`src/rtl/wms_pkg.sv`:
```
`timescale 1ns / 1ps
package wms_pkg;

  localparam int MaxHalfDef    = 15;
  localparam int SampleBitsDef = 24;
  localparam int AddrBits      = 3;

  // Configuration register byte addresses.
  localparam logic [AddrBits-1:0] RegFilterMode = 3'd0;
  localparam logic [AddrBits-1:0] RegHalfWidth  = 3'd4;

  localparam logic ModeMean   = 1'b0;
  localparam logic ModeMedian = 1'b1;

  typedef enum logic [2:0] {
    ST_IDLE,
    ST_LOAD,
    ST_SORT,
    ST_DIV,
    ST_EMIT
  } wms_state_t;

  // Controller to datapath commands.
  typedef struct packed {
    logic store;    // write the accepted sample into the ring
    logic start;    // set up the window of the next output
    logic load;     // fetch one window sample
    logic sort;     // one odd-even transposition sort step
    logic div_init; // prepare the divider
    logic div_step; // one restoring division step
    logic emit;     // load the output register
    logic clear;    // end of row
  } wms_cmd_t;

  // Datapath to controller status.
  typedef struct packed {
    logic load_done;
    logic sort_done;
    logic div_done;
    logic need_div;
    logic pending;  // another output is due for this beat
    logic is_last;  // the accepted beat closes the row
  } wms_sts_t;

endpackage

```
`src/rtl/wms_if.sv`:
```
`timescale 1ns / 1ps
interface wms_if #(
  parameter int W = 24
);
  logic         valid;
  logic         ready;
  logic [W-1:0] data;
  logic         last;

  modport source (output valid, output data, output last, input ready);
  modport sink (input valid, input data, input last, output ready);
endinterface

```
`src/rtl/wms_ctrl.sv`:
```
`timescale 1ns / 1ps
module wms_ctrl (
  input  logic              clk,
  input  logic              rst_n,
  input  logic              in_valid,
  output logic              in_ready,
  input  logic              out_busy,
  input  wms_pkg::wms_sts_t sts,
  output wms_pkg::wms_cmd_t cmd
);
  import wms_pkg::*;

  wms_state_t state_r, state_nxt;

  // Next state.
  always_comb begin
    state_nxt = state_r;
    case (state_r)
      ST_IDLE: begin
        if (in_valid) begin
          state_nxt = ST_LOAD;
        end
      end
      ST_LOAD: begin
        if (!sts.pending) begin
          state_nxt = ST_IDLE;
        end else if (sts.load_done) begin
          state_nxt = ST_SORT;
        end
      end
      ST_SORT: begin
        if (sts.sort_done) begin
          state_nxt = sts.need_div ? ST_DIV : ST_EMIT;
        end
      end
      ST_DIV: begin
        if (sts.div_done) begin
          state_nxt = ST_EMIT;
        end
      end
      ST_EMIT: begin
        if (!out_busy) begin
          state_nxt = ST_LOAD;
        end
      end
      default: state_nxt = ST_IDLE;
    endcase
  end

  // Command outputs.
  always_comb begin
    cmd      = '0;
    in_ready = 1'b0;
    case (state_r)
      ST_IDLE: begin
        in_ready  = 1'b1;
        cmd.store = in_valid;
      end
      ST_LOAD: begin
        cmd.load = sts.pending;
        cmd.clear = !sts.pending && sts.is_last;
      end
      ST_SORT: begin
        cmd.sort     = 1'b1;
        cmd.div_init = sts.sort_done;
      end
      ST_DIV: begin
        cmd.div_step = 1'b1;
      end
      ST_EMIT: begin
        cmd.emit = !out_busy;
      end
      default: ;
    endcase
  end

  always_ff @(posedge clk) begin
    if (!rst_n) begin
      state_r <= ST_IDLE;
    end else begin
      state_r <= state_nxt;
    end
  end

  // An item is taken only while idle.
  a_ready_idle: assert property (@(posedge clk) disable iff (!rst_n)
    in_ready |-> state_r == ST_IDLE)
    else $error("ready outside idle");
  // Emission follows sorting or division.
  a_emit_path: assert property (@(posedge clk) disable iff (!rst_n)
    state_r == ST_EMIT && $past(state_r) != ST_EMIT |->
      $past(state_r) == ST_SORT || $past(state_r) == ST_DIV)
    else $error("emit without compute");
  // No emit command while the output holds a beat.
  a_emit_free: assert property (@(posedge clk) disable iff (!rst_n)
    cmd.emit |-> !out_busy)
    else $error("emit overwrites output");
endmodule

```
`src/rtl/wms_dp.sv`:
```
`timescale 1ns / 1ps
module wms_dp #(
  parameter int MAX_HALF    = wms_pkg::MaxHalfDef,
  parameter int SAMPLE_BITS = wms_pkg::SampleBitsDef
) (
  input  logic                   clk,
  input  logic                   rst_n,
  input  wms_pkg::wms_cmd_t      cmd,
  output wms_pkg::wms_sts_t      sts,
  input  logic [SAMPLE_BITS-1:0] in_sample,
  input  logic                   in_last,
  input  logic                   mode,
  input  logic [3:0]             half_width,
  output logic [SAMPLE_BITS-1:0] res_value,
  output logic                   res_last
);
  import wms_pkg::*;

  localparam int Depth = 2 * MAX_HALF + 1;
  localparam int PtrW  = $clog2(Depth);
  localparam int CntW  = $clog2(Depth + 1);
  localparam int SumW  = SAMPLE_BITS + CntW + 1;
  localparam int HW    = $clog2(MAX_HALF + 1) + 1;

  // Sample ring, one write port and one read port.
  logic signed [SAMPLE_BITS-1:0] ring [Depth];
  logic [PtrW-1:0]  wr_ptr_r;
  logic [15:0]      recv_r, emit_r;
  logic             last_seen_r;
  logic             cnt_done_r;  // the one mid-row output of this beat is done
  logic [HW-1:0]    diff_r;  // distance of the next output behind the newest sample
  logic [HW-1:0]    h_eff;
  logic [HW:0]      hw_ext;

  // Window build.
  logic [CntW-1:0]  cnt_r, ld_idx_r, ld_got_r;
  logic [PtrW-1:0]  rd_ptr_r;
  logic signed [SAMPLE_BITS-1:0] rd_data_r;
  logic             rd_vld_r;  // rd_ptr_r holds an address of the window
  logic             rd_dv_r;   // rd_data_r holds a window sample
  logic             cap_w;
  logic signed [SAMPLE_BITS-1:0] win_r [Depth];
  logic signed [SumW-1:0] sum_r;
  logic             last_out_r;
  logic [CntW-1:0]  sort_pass_r;
  logic             sort_swapped_r, sort_phase_r;

  // Divider.
  logic [SumW-1:0]  dnum_r, drem_r;
  logic [CntW-1:0]  dden_r;
  logic [$clog2(SumW+1)-1:0] dstep_r;
  logic             dneg_r;
  logic signed [SAMPLE_BITS-1:0] result_w;

  assign hw_ext = HW'(half_width) > HW'(MAX_HALF) ? (HW+1)'(MAX_HALF)
                                                  : (HW+1)'(half_width);
  assign h_eff  = hw_ext[HW-1:0];

  // Output due: in a row, when backlog reached h; after the last sample, all.
  logic pending;
  assign pending = last_seen_r ? (diff_r != '1) : (diff_r >= h_eff && !cnt_done_r);

  // Window edges of the next output.
  logic [HW-1:0] right_w, left_w;
  logic [CntW-1:0] cnt_w;
  assign right_w = diff_r < h_eff ? diff_r : h_eff;
  assign left_w  = emit_r < 16'(h_eff) ? emit_r[HW-1:0] : h_eff;
  assign cnt_w   = CntW'(right_w) + CntW'(left_w) + CntW'(1);

  always_ff @(posedge clk) begin
    if (cmd.store) begin
      ring[wr_ptr_r] <= in_sample;
    end
    rd_data_r <= ring[rd_ptr_r];
  end

  // Row bookkeeping.
  always_ff @(posedge clk) begin
    if (!rst_n || cmd.clear) begin
      wr_ptr_r    <= '0;
      recv_r      <= '0;
      emit_r      <= '0;
      diff_r      <= '0;
      last_seen_r <= 1'b0;
      cnt_done_r  <= 1'b0;
    end else begin
      if (cmd.store) begin
        wr_ptr_r    <= wr_ptr_r == PtrW'(Depth - 1) ? '0 : wr_ptr_r + 1'b1;
        recv_r      <= recv_r + 1'b1;
        last_seen_r <= in_last;
        cnt_done_r  <= 1'b0;
        // backlog r - emitted, capped at MAX_HALF
        diff_r <= (recv_r - emit_r) > 16'(MAX_HALF) ? HW'(MAX_HALF)
                                                    : HW'(recv_r - emit_r);
      end
      if (cmd.emit) begin
        emit_r <= emit_r + 1'b1;
        if (last_seen_r) begin
          diff_r <= diff_r - 1'b1;
        end else begin
          cnt_done_r <= 1'b1;
        end
      end
    end
  end

  // Window fetch: oldest sample first, one per cycle.
  logic [PtrW-1:0] start_ptr;
  logic [PtrW:0]   back;
  always_comb begin
    back = (PtrW+1)'(diff_r) + (PtrW+1)'(left_w) + 1'b1;
    start_ptr = (PtrW+1)'(wr_ptr_r) >= back ? PtrW'((PtrW+1)'(wr_ptr_r) - back)
                : PtrW'((PtrW+1)'(wr_ptr_r) + (PtrW+1)'(Depth) - back);
  end

  // A ring word arrives in the cycle after its address.
  assign cap_w = cmd.load && rd_dv_r && ld_got_r < cnt_r;

  always_ff @(posedge clk) begin
    if (!rst_n) begin
      rd_vld_r <= 1'b0;
      rd_dv_r  <= 1'b0;
      ld_idx_r <= '0;
      ld_got_r <= '0;
    end else if (cmd.load) begin
      rd_dv_r <= rd_vld_r;
      if (ld_idx_r == '0 && ld_got_r == '0 && !rd_vld_r) begin
        rd_ptr_r   <= start_ptr;
        cnt_r      <= cnt_w;
        sum_r      <= '0;
        last_out_r <= last_seen_r && diff_r == '0;
        ld_idx_r   <= CntW'(1);
        rd_vld_r   <= 1'b1;
      end else begin
        rd_ptr_r <= rd_ptr_r == PtrW'(Depth - 1) ? '0 : rd_ptr_r + 1'b1;
        ld_idx_r <= ld_idx_r + 1'b1;
        rd_vld_r <= ld_idx_r < cnt_r;
        if (cap_w) begin
          sum_r    <= sum_r + SumW'(rd_data_r);
          ld_got_r <= ld_got_r + 1'b1;
        end
      end
    end else begin
      rd_vld_r <= 1'b0;
      rd_dv_r  <= 1'b0;
      ld_idx_r <= '0;
      ld_got_r <= '0;
    end
  end

  // Window registers: filled by the fetch, then sorted in place.
  always_ff @(posedge clk) begin
    if (cap_w) begin
      win_r[ld_got_r[PtrW-1:0]] <= rd_data_r;
    end else if (cmd.sort) begin
      for (int k = 0; k + 1 < Depth; k++) begin
        if ((k % 2) == int'(sort_phase_r) && CntW'(k + 1) < cnt_r
            && win_r[k] > win_r[k+1]) begin
          win_r[k]   <= win_r[k+1];
          win_r[k+1] <= win_r[k];
        end
      end
    end
  end

  // Odd-even transposition sort: one compare-exchange layer per cycle.
  always_ff @(posedge clk) begin
    if (!rst_n || !cmd.sort) begin
      sort_pass_r    <= '0;
      sort_phase_r   <= 1'b0;
      sort_swapped_r <= 1'b0;
    end else begin
      sort_phase_r <= !sort_phase_r;
      sort_pass_r  <= sort_pass_r + 1'b1;
    end
  end

  // Middle entries of the sorted window; equal for an odd count.
  logic [CntW-1:0] mid_hi, mid_lo;
  assign mid_hi = cnt_r >> 1;
  assign mid_lo = (cnt_r - CntW'(1)) >> 1;

  // Even-count median: the two middle values averaged, ties away from zero.
  logic signed [SAMPLE_BITS:0] pair_sum;
  logic [SAMPLE_BITS:0]        pair_mag;
  logic [SAMPLE_BITS-1:0]      pair_avg;
  assign pair_sum = (SAMPLE_BITS+1)'(win_r[mid_hi[PtrW-1:0]])
                  + (SAMPLE_BITS+1)'(win_r[mid_lo[PtrW-1:0]]);
  assign pair_mag = pair_sum[SAMPLE_BITS] ? (SAMPLE_BITS+1)'(-pair_sum) : pair_sum;
  assign pair_avg = SAMPLE_BITS'((pair_mag + (SAMPLE_BITS+1)'(1)) >> 1);

  // Divider for the mean: numerator is |sum| + cnt/2 over cnt.
  logic [SumW:0] trial;
  assign trial = {drem_r, dnum_r[SumW-1]} - (SumW+1)'(dden_r);

  always_ff @(posedge clk) begin
    if (!rst_n) begin
      dstep_r <= '0;
    end else if (cmd.div_init) begin
      dneg_r  <= sum_r[SumW-1];
      dnum_r  <= (sum_r[SumW-1] ? -sum_r : sum_r) + SumW'(cnt_r >> 1);
      dden_r  <= cnt_r;
      drem_r  <= '0;
      dstep_r <= '0;
    end else if (cmd.div_step) begin
      if (!trial[SumW]) begin
        drem_r <= trial[SumW-1:0];
        dnum_r <= {dnum_r[SumW-2:0], 1'b1};
      end else begin
        drem_r <= {drem_r[SumW-2:0], dnum_r[SumW-1]};
        dnum_r <= {dnum_r[SumW-2:0], 1'b0};
      end
      dstep_r <= dstep_r + 1'b1;
    end
  end

  always_comb begin
    if (mode == ModeMean) begin
      result_w = dneg_r ? -SAMPLE_BITS'(dnum_r) : SAMPLE_BITS'(dnum_r);
    end else if (cnt_r[0]) begin
      result_w = win_r[mid_hi[PtrW-1:0]];
    end else begin
      result_w = pair_sum[SAMPLE_BITS] ? -pair_avg : pair_avg;
    end
  end

  assign res_value = result_w;
  assign res_last  = last_out_r;

  always_comb begin
    sts.pending   = pending;
    sts.load_done = ld_got_r == cnt_r && ld_got_r != '0;
    sts.sort_done = mode == ModeMean || sort_pass_r >= cnt_r;
    sts.need_div  = mode == ModeMean;
    sts.div_done  = dstep_r == ($clog2(SumW+1))'(SumW - 1);
    sts.is_last   = last_seen_r;
  end

  // The window never exceeds the ring.
  a_cnt_max: assert property (@(posedge clk) disable iff (!rst_n)
    cmd.sort |-> cnt_r <= CntW'(Depth) && cnt_r != '0)
    else $error("window count out of range");
  // Backlog never exceeds the cap.
  a_diff_cap: assert property (@(posedge clk) disable iff (!rst_n)
    !last_seen_r |-> diff_r <= HW'(MAX_HALF))
    else $error("backlog overflow");
  // A store clears the per-beat mark.
  a_store: assert property (@(posedge clk) disable iff (!rst_n)
    cmd.store |=> !cnt_done_r)
    else $error("stale output mark");
endmodule

```
`src/rtl/window_mean_median_smoother.sv`:
```
`timescale 1ns / 1ps
// Flow: for an output with a window of n = up to 2h+1 samples, the window is fetched, then
// sorted for a median, or the divider is prepared and runs SumW (30) divide steps for a mean;
// the result is then loaded into the output register once that register is free.
// The block takes one sample at a time: it accepts a new sample only while idle, once
// every output due for the previous sample has been emitted.
// Reset (rst_n low, synchronous) clears the row counters, the state machine,
// the output valid flag and the registers (filter_mode 0, half_width 4).
module window_mean_median_smoother #(
  parameter int MAX_HALF    = wms_pkg::MaxHalfDef,
  parameter int SAMPLE_BITS = wms_pkg::SampleBitsDef
) (
  input  logic                      clk,
  input  logic                      rst_n,
  wms_if.sink                       in_ch,
  wms_if.source                     out_ch,
  input  logic                      cfg_psel,
  input  logic                      cfg_penable,
  input  logic                      cfg_pwrite,
  input  logic [wms_pkg::AddrBits-1:0] cfg_paddr,
  input  logic [31:0]               cfg_pwdata,
  output logic [31:0]               cfg_prdata,
  output logic                      cfg_pready
);
  import wms_pkg::*;

  wms_cmd_t cmd;
  wms_sts_t sts;
  logic mode_r;
  logic [3:0] hw_r;
  logic [SAMPLE_BITS-1:0] res_value;
  logic res_last;
  logic out_vld_r;
  logic [SAMPLE_BITS-1:0] out_data_r;
  logic out_last_r;

  // Register file.
  assign cfg_pready = 1'b1;
  always_ff @(posedge clk) begin
    if (!rst_n) begin
      mode_r <= ModeMean;
      hw_r   <= 4'd4;
    end else if (cfg_psel && cfg_penable && cfg_pwrite) begin
      case (cfg_paddr)
        RegFilterMode: mode_r <= cfg_pwdata[0];
        RegHalfWidth:  hw_r   <= cfg_pwdata[3:0];
        default: ;
      endcase
    end
  end

  always_comb begin
    case (cfg_paddr)
      RegFilterMode: cfg_prdata = {31'd0, mode_r};
      RegHalfWidth:  cfg_prdata = {28'd0, hw_r};
      default:       cfg_prdata = '0;
    endcase
  end

  wms_ctrl u_ctrl (
    .clk      (clk),
    .rst_n    (rst_n),
    .in_valid (in_ch.valid),
    .in_ready (in_ch.ready),
    .out_busy (out_vld_r && !out_ch.ready),
    .sts      (sts),
    .cmd      (cmd)
  );

  wms_dp #(
    .MAX_HALF    (MAX_HALF),
    .SAMPLE_BITS (SAMPLE_BITS)
  ) u_dp (
    .clk        (clk),
    .rst_n      (rst_n),
    .cmd        (cmd),
    .sts        (sts),
    .in_sample  (in_ch.data),
    .in_last    (in_ch.last),
    .mode       (mode_r),
    .half_width (hw_r),
    .res_value  (res_value),
    .res_last   (res_last)
  );

  // Output register holds one beat.
  always_ff @(posedge clk) begin
    if (!rst_n) begin
      out_vld_r <= 1'b0;
    end else if (cmd.emit) begin
      out_vld_r <= 1'b1;
    end else if (out_ch.ready) begin
      out_vld_r <= 1'b0;
    end
    if (cmd.emit) begin
      out_data_r <= res_value;
      out_last_r <= res_last;
    end
  end

  assign out_ch.valid = out_vld_r;
  assign out_ch.data  = out_data_r;
  assign out_ch.last  = out_last_r;
endmodule

```
`src/flat_wrapper.sv`:
```
// flat-port wrapper written by rule: the top's interface ports become plain ports
module window_mean_median_smoother_flat import wms_pkg::*;
#(
  parameter int MAX_HALF    = wms_pkg::MaxHalfDef,
  parameter int SAMPLE_BITS = wms_pkg::SampleBitsDef
)
  (clk, rst_n, cfg_psel, cfg_penable, cfg_pwrite, cfg_paddr, cfg_pwdata, cfg_prdata, cfg_pready, in_ch_valid, in_ch_data, in_ch_last, in_ch_ready, out_ch_valid, out_ch_data, out_ch_last, out_ch_ready);
  wms_if #(.W(24)) in_ch_i ();
  wms_if #(.W(24)) out_ch_i ();
  input  logic clk;
  input  logic rst_n;
  input  logic cfg_psel;
  input  logic cfg_penable;
  input  logic cfg_pwrite;
  input  logic [wms_pkg::AddrBits-1:0] cfg_paddr;
  input  logic [31:0] cfg_pwdata;
  output logic [31:0] cfg_prdata;
  output logic cfg_pready;
  input wire logic [$bits(in_ch_i.valid)-1:0] in_ch_valid;
  input wire logic [$bits(in_ch_i.data)-1:0] in_ch_data;
  input wire logic [$bits(in_ch_i.last)-1:0] in_ch_last;
  output wire logic [$bits(in_ch_i.ready)-1:0] in_ch_ready;
  output wire logic [$bits(out_ch_i.valid)-1:0] out_ch_valid;
  output wire logic [$bits(out_ch_i.data)-1:0] out_ch_data;
  output wire logic [$bits(out_ch_i.last)-1:0] out_ch_last;
  input wire logic [$bits(out_ch_i.ready)-1:0] out_ch_ready;
  assign in_ch_i.valid = in_ch_valid;
  assign in_ch_i.data = in_ch_data;
  assign in_ch_i.last = in_ch_last;
  assign in_ch_ready = in_ch_i.ready;
  assign out_ch_valid = out_ch_i.valid;
  assign out_ch_data = out_ch_i.data;
  assign out_ch_last = out_ch_i.last;
  assign out_ch_i.ready = out_ch_ready;
  window_mean_median_smoother #(.MAX_HALF(MAX_HALF), .SAMPLE_BITS(SAMPLE_BITS)) u_core (.clk(clk), .rst_n(rst_n), .in_ch(in_ch_i), .out_ch(out_ch_i), .cfg_psel(cfg_psel), .cfg_penable(cfg_penable), .cfg_pwrite(cfg_pwrite), .cfg_paddr(cfg_paddr), .cfg_pwdata(cfg_pwdata), .cfg_prdata(cfg_prdata), .cfg_pready(cfg_pready));
endmodule
```
`config.mk`:
```
export PLATFORM = sky130hd
export DESIGN_NAME = window_mean_median_smoother_flat
export DESIGN_NICKNAME = d
export VERILOG_FILES = /design/src/rtl/wms_pkg.sv /design/src/rtl/wms_if.sv /design/src/rtl/wms_ctrl.sv /design/src/rtl/wms_dp.sv /design/src/rtl/window_mean_median_smoother.sv /design/src/flat_wrapper.sv
export SDC_FILE = /design/constraint.sdc
export NUM_CORES = 2
export LEC_CHECK = 0
export BUFFER_PORTS_ARGS = -buffer_cell sky130_fd_sc_hd__buf_2
export CORE_MARGIN = 5
export CORE_UTILIZATION = 45
export CTS_CLUSTER_DIAMETER = 80
export DETAILED_ROUTE_END_ITERATION = 16
export PLACE_DENSITY = 0.62
export SETUP_SLACK_MARGIN = 0.2
export SYNTH_ARGS = -nofsm -noshare
export SYNTH_HDL_FRONTEND = slang
export SYNTH_HIERARCHICAL = 1
export SYNTH_SLANG_ARGS = --single-unit
```
`constraint.sdc`:
```
create_clock -name clk -period 10.3 [get_ports clk]
set_clock_uncertainty 0.15 [all_clocks]
set_input_delay 0.515 -clock clk [delete_from_list [all_inputs] [get_ports clk]]
set_output_delay 0.515 -clock clk [all_outputs]
set_load 0.01 [all_outputs]
```
; After elaboration in Yosys (flattened, before gate mapping)
; Memory sizes are Yosys's and may differ from the RTL's. A register that Yosys moved wholly into a read port is not among the register bits.
; Index checks and enable logic that the tools add are counted.
[totals]
reg_bits = 208
ram_bits = 1488
in_bits = 67
output_inout_bits = 60
word_cells = 484
memories = 2
[op_classes]
n_addsub = 27
order_cmp = 68
n_eq_ne = 15
n_mux = 206
bitwise = 34
reduce_logical = 104
[mem_list]
columns = name, depth, width, read_ports, rd_ports_with_merged_regs, wr, line_no
row1 = u_core.u_dp.ring, 31, 24, 1, 1, 1, wms_dp.sv:26  ; logic signed [SAMPLE_BITS-1:0] ring [Depth];
row2 = u_core.u_dp.win_r, 31, 24, 33, 1, 30, wms_dp.sv:42  ; logic signed [SAMPLE_BITS-1:0] win_r [Depth];
[ops]
columns = op, count
row1 = $mux W24, 35
row2 = $gt A24 B24 Y1, 30
row3 = $mux W30, 6
row4 = $mux W1, 141
row5 = $lt A5 B5 Y1 const A, 15
row6 = $logic_and A1 B1 Y1, 71
row7 = $mux W5, 13
row8 = $neg A24 Y24, 2
row9 = $reduce_or A24 Y1, 2
row10 = $lt A4 B5 Y1 const A, 8
row11 = $add A5 B1 Y5 const B, 7
row12 = $add A16 B1 Y16 const B, 2
row13 = $sub A31 B5 Y31, 1
row14 = $add A30 B24 Y30, 1
row15 = $add A30 B4 Y30, 1
row16 = $neg A30 Y30, 1
row17 = $or A1 B1 Y1, 29
row18 = $add A24 B24 Y25, 1
row19 = $add A25 B1 Y25 const B, 1
row20 = $mux W25, 1
row21 = $neg A25 Y25, 1
row22 = $mux W3, 7
row23 = $lt A3 B5 Y1 const A, 4
row24 = $gt A16 B4 Y1 const B, 1
row25 = 39 further kinds, 73

; Longest topological paths before layout
[logic_depth]
word_depth = 11
depth_mapped = 34
depth_no_buf = 27

; By module
; Netlist, hierarchy kept.
[modules_own_cells]
columns = module, n_inst, cells_per_inst, area_per_inst_um2, seq_area_each_um2
row1 = wms_dp, 1, 9189, 104853.1, 49797.8
row2 = window_mean_median_smoother, 1, 89, 1287.5, 870.8
row3 = wms_ctrl, 1, 38, 287.8, 60.1

; Worst setup path before layout
; Ideal clock, no wire load.
[synth_path]
path_kind = register to register
startpoint = register u_core.u_dp.cnt_r[1]
endpoint = register u_core.out_data_r[23] (netlist: u_core/out_ch.data[23]), data pin
setup_ns = 0.265
t_arrival_ns = 9.047
t_required_ns = 9.885
path_slack_ns = 0.837
path_stages_with_launch = 32
path_buffers = 8
period_less_slack_ns = 9.463
path_cell_list = edfxtp_1 -> clkbuf_1 -> inv_1 -> ha_1 -> clkbuf_1 -> clkbuf_1 -> clkbuf_1 -> mux4_2 -> mux4_2 -> ha_1 -> fa_1 -> a211oi_2 -> nor3_1 -> o21bai_1 -> o31ai_1 -> a31oi_1 -> clkbuf_1 -> clkbuf_1 -> clkbuf_1 -> nand2_1 -> o21ai_0 -> ha_1 -> clkbuf_1 -> nand2_1 -> or4_1 -> a211o_1 -> a2111oi_2 -> o211ai_1 -> or3_4 -> nand4b_4 -> a2111oi_2 -> nor3b_1
[synth_via]
elab_chain_len = 10
[synth_rtl]
columns = item, line_no
row1 = start: declaration, wms_dp.sv:36  ; logic [CntW-1:0] cnt_r, ld_idx_r, ld_got_r;
row2 = start signal: assignment, wms_dp.sv:129  ; cnt_r <= cnt_w;
row3 = $sub A5 B1 Y5 *, wms_dp.sv:181  ; assign mid_lo = (cnt_r - CntW'(1)) >> 1;
row4 = $mem_v2 Z31 W24 *, n/a
row5 = $add A24 B24 Y25 *, wms_dp.sv:188  ; + (SAMPLE_BITS+1)'(win_r[mid_lo[PtrW-1:0]]);
row6 = $neg A25 Y25, wms_dp.sv:189  ; assign pair_mag = pair_sum[SAMPLE_BITS] ? (SAMPLE_BITS+1)'(-pair_sum) : pair_sum;
row7 = $mux W25, wms_dp.sv:189
row8 = $add A25 B1 Y25, wms_dp.sv:190  ; assign pair_avg = SAMPLE_BITS'((pair_mag + (SAMPLE_BITS+1)'(1)) >> 1);
row9 = $neg A24 Y24, wms_dp.sv:223  ; result_w = pair_sum[SAMPLE_BITS] ? -pair_avg : pair_avg;
row10 = $mux W24 *, wms_dp.sv:223
row11 = $mux W24 *, wms_dp.sv:220  ; end else if (cnt_r[0]) begin
row12 = $mux W24 *, wms_dp.sv:218  ; if (mode == ModeMean) begin
row13 = net u_core.res_value[23], window_mean_median_smoother.sv:31  ; logic [SAMPLE_BITS-1:0] res_value;
row14 = end signal: assignment, window_mean_median_smoother.sv:96  ; out_data_r <= res_value;
row15 = end: declaration, window_mean_median_smoother.sv:34  ; logic [SAMPLE_BITS-1:0] out_data_r;
; The timed path passes the listed nets; every way through them passes the cells marked *.
; A chain may end at the register's enable or synchronous reset.

; Worst setup path after layout
[layout_path]
startpoint = register u_core.u_dp.cnt_r[3]
endpoint = register u_core.out_data_r[23] (netlist: u_core/out_ch.data[23]), data pin
; Same word-level chain as after synthesis.

==> reports/qor.txt <==
Worst Path Required - 10740 ps
Resize count post-CTS - 0
R2R cell count - 22
Core Box Area - 235000 um2
first-pass GRT wire length - 502 mm
Placed Area - 110000 um2
Pwr Density - 241 nW/um2
Hold/Removal Path Class - reg2reg
RSZ-0062 raised after global routing - false
Setup Viol. Count Final - 0
Row Count - 178
Die Wd - 496 um
fillcell total - 20500
WL final - 345 mm
fmax - 108 MHz
Skew-Pair Late Insertion Delay - 920 ps
Place WS - 1130 ps
post-CTS setup buffers - 0
Layout area overhead - 10.4%
vias in the first global route - 75700
Clock Pin Slew Worst Setup and Hold Paths - 60 ps
fin crit period - 9250 ps
Layout Nets - 10200
Max stage delay on crit path - 680 ps
largest net degree at the start of global routing - 151
status - completed
die height - 496 um
DR vias - 79000
Critical Path End Type - flop
actual slew at the worst max-slew pin - 1390 ps
Starting Density - 45.2%
final hold vios - 0
Crit Path Category - reg2reg
total grt overflow - 0
Routed Antenna Nets - 0
Synthesis Warnings - 6
io pins - 127
drt drc - 0
H-tree levels - 4
Avg WL per Cell - 27.4 um
I/O Buffers - 69
Max-Cap Viols - 0
DIE AREA - 246000 um2
Post-DP HPWL - 249 mm
Mapped Cells - 9314
period utilization - 89.8%
syn_area_per_cell - 11.4 um2
post-synthesis cell area - 106000 um2
fin. max-slew vios - 0
crit path capture - u_core/out_ch.data[23]
clk root buf - clkbuf_16
VDD IR max - 0.000190 V
Bufs on Longest Clock Path - 3
critical-path cell list - inv_1 > a31oi_1 > nor2_4 > mux4_2 > mux4_2 > fa_1 > a211oi_2 > nor3_1 > o21bai_1 > o31ai_1 > a31oi_4 > buf_4 > o21ai_0 > xnor2_1 > a2111oi_1 > o21ai_0 > o22ai_1 > o211ai_1 > or3_4 > nand4b_4 > a2111oi_2 > nor3b_1
Setup crit start kind - flop
initial antenna violation count - 13
CTS tree - done
CTS Buf Count - 196
Worst path slowest cell - a2111oi_1
worst setup margin - 1050 ps
layout cells sized above 1 - 12.5%
Crit Path Max Fanout - 46
Finished Cell Area - 117000 um2
CTS Sinks - 1724
vias per cell - 6.27
Crit path arrival time - 9690 ps
routability cong. - 0.965
Iter 0 DRT Violations - 8920
reg2reg start - u_core/u_dp/cnt_r[3]
crit path from - u_core/u_dp/cnt_r[3]
register-to-register setup slack - 1050 ps
Leak Pwr - 44.3 nW
post-route setup TNS - 0 ps
max_slew headroom - 7.08%
drt pass-1 iters - 5
Critical R2R Capture - u_core/out_ch.data[23]
all-layer global routing usage - 27.3%
cells in the final DEF, fill, tap and decap left out, drive strengths merged, types with 163 or more instances in the layout:
master,n
a21oi,688
buf,240
clkbuf,245
edfxtp,1620
ha,860
inv,856
mux2i,294
mux4,456
nand2,624
nand4,203
nor2,475
o21ai,595
o22ai,352
xnor2,163
through the flow:
step                      instances  utilization [%]  power, mW  hold WS [ps]
after detailed placement      12200             46.9       21.1           306
after floorplan                9341                -       17.1           250
after global routing          12600             49.9       29.7           330
after global placement        12200             46.9       20.9           299
after CTS                     12600             49.9       28.3           250
final                         12600             49.9       28.3           325
layout make-up:
cell class | count | area, um2 | share of cell area (%)
clock inverters | 117 | 1450 | 1.24
inverters | 849 | 3190 | 2.71
repair buffers | 282 | 2100 | 1.79
diodes | 6 | 15.0 | 0.0128
flip-flops and latches | 1724 | 50700 | 43.2
multi-input cells | 6222 | 50900 | 43.3
well taps | 3150 | 3940 | 3.35
clock buffers | 245 | 5200 | 4.43
registers in the layout, summed over array words and instances, names as in the netlist, 3 cells and up, named ones only:
signal                   flops
u_core/u_dp/ring           744
u_core/u_dp/win_r          744
u_core/u_dp/dnum_r          30
u_core/u_dp/drem_r          30
u_core/u_dp/sum_r           30
u_core/out_ch.data          24
u_core/u_dp/rd_data_r       24
u_core/u_dp/emit_r          16
u_core/u_dp/recv_r          16
u_core/u_dp/cnt_r            5
u_core/u_dp/dden_r           5
u_core/u_dp/diff_r           5
u_core/u_dp/dstep_r          5
u_core/u_dp/ld_got_r         5
u_core/u_dp/ld_idx_r         5
u_core/u_dp/rd_ptr_r         5
u_core/u_dp/sort_pass_r      5
u_core/u_dp/wr_ptr_r         5
u_core/hw_r                  4
u_core/u_ctrl/state_r        3
worst min-delay path by stage:
stage                                  start  cells past startpoint                  endpoint  slack, ps
floorplan               u_core/u_dp/res_last                      0        u_core/out_ch.last        250
global placement    u_core/u_dp/sort_phase_r                      1  u_core/u_dp/sort_phase_r        300
detailed placement  u_core/u_dp/sort_phase_r                      1  u_core/u_dp/sort_phase_r        310
CTS                               in_ch_last                      4   u_core/u_dp/last_seen_r        250
global route                   cfg_pwdata[2]                      4            u_core/hw_r[2]        330
finish              u_core/u_dp/sort_phase_r                      1  u_core/u_dp/sort_phase_r        320
per-layer routing:
layer  routed length [um]  part of all wire [%]  up-vias  global-route usage [%]
li1                     -                     -    35100                       -
met1               142000                    41    39300                    38.2
met2               150000                    44     3878                    41.0
met3                33900                   9.8      650                    5.53
met4                18600                   5.4        6                    12.9
met5                   42                 0.012        -                       0
worst max-delay path, delay by kind of cell, from the launching register on:
family	cells	cell delay [ps]
compound gates	11	3950
simple gates	5	1440
mux	2	1260
flops	1	660
buf+inv	2	650
fa+ha+maj	1	550
xor+xnor	1	260
report_power, final:
group	internal (mW)	leakage, nW	switching (mW)
combinational	4.44	25.7	7.68
clock	4.10	3.18	3.07
sequential	8.50	15.4	0.516
total	17.0	44.3	11.3
timing repair:
item | in CTS | in global routing
hold buffers | 42 | 0
endpoints found under the setup margin | 0 | 0
endpoints found under the hold margin | 752 | 0
Note: power is estimated with default switching activity, not from simulation.
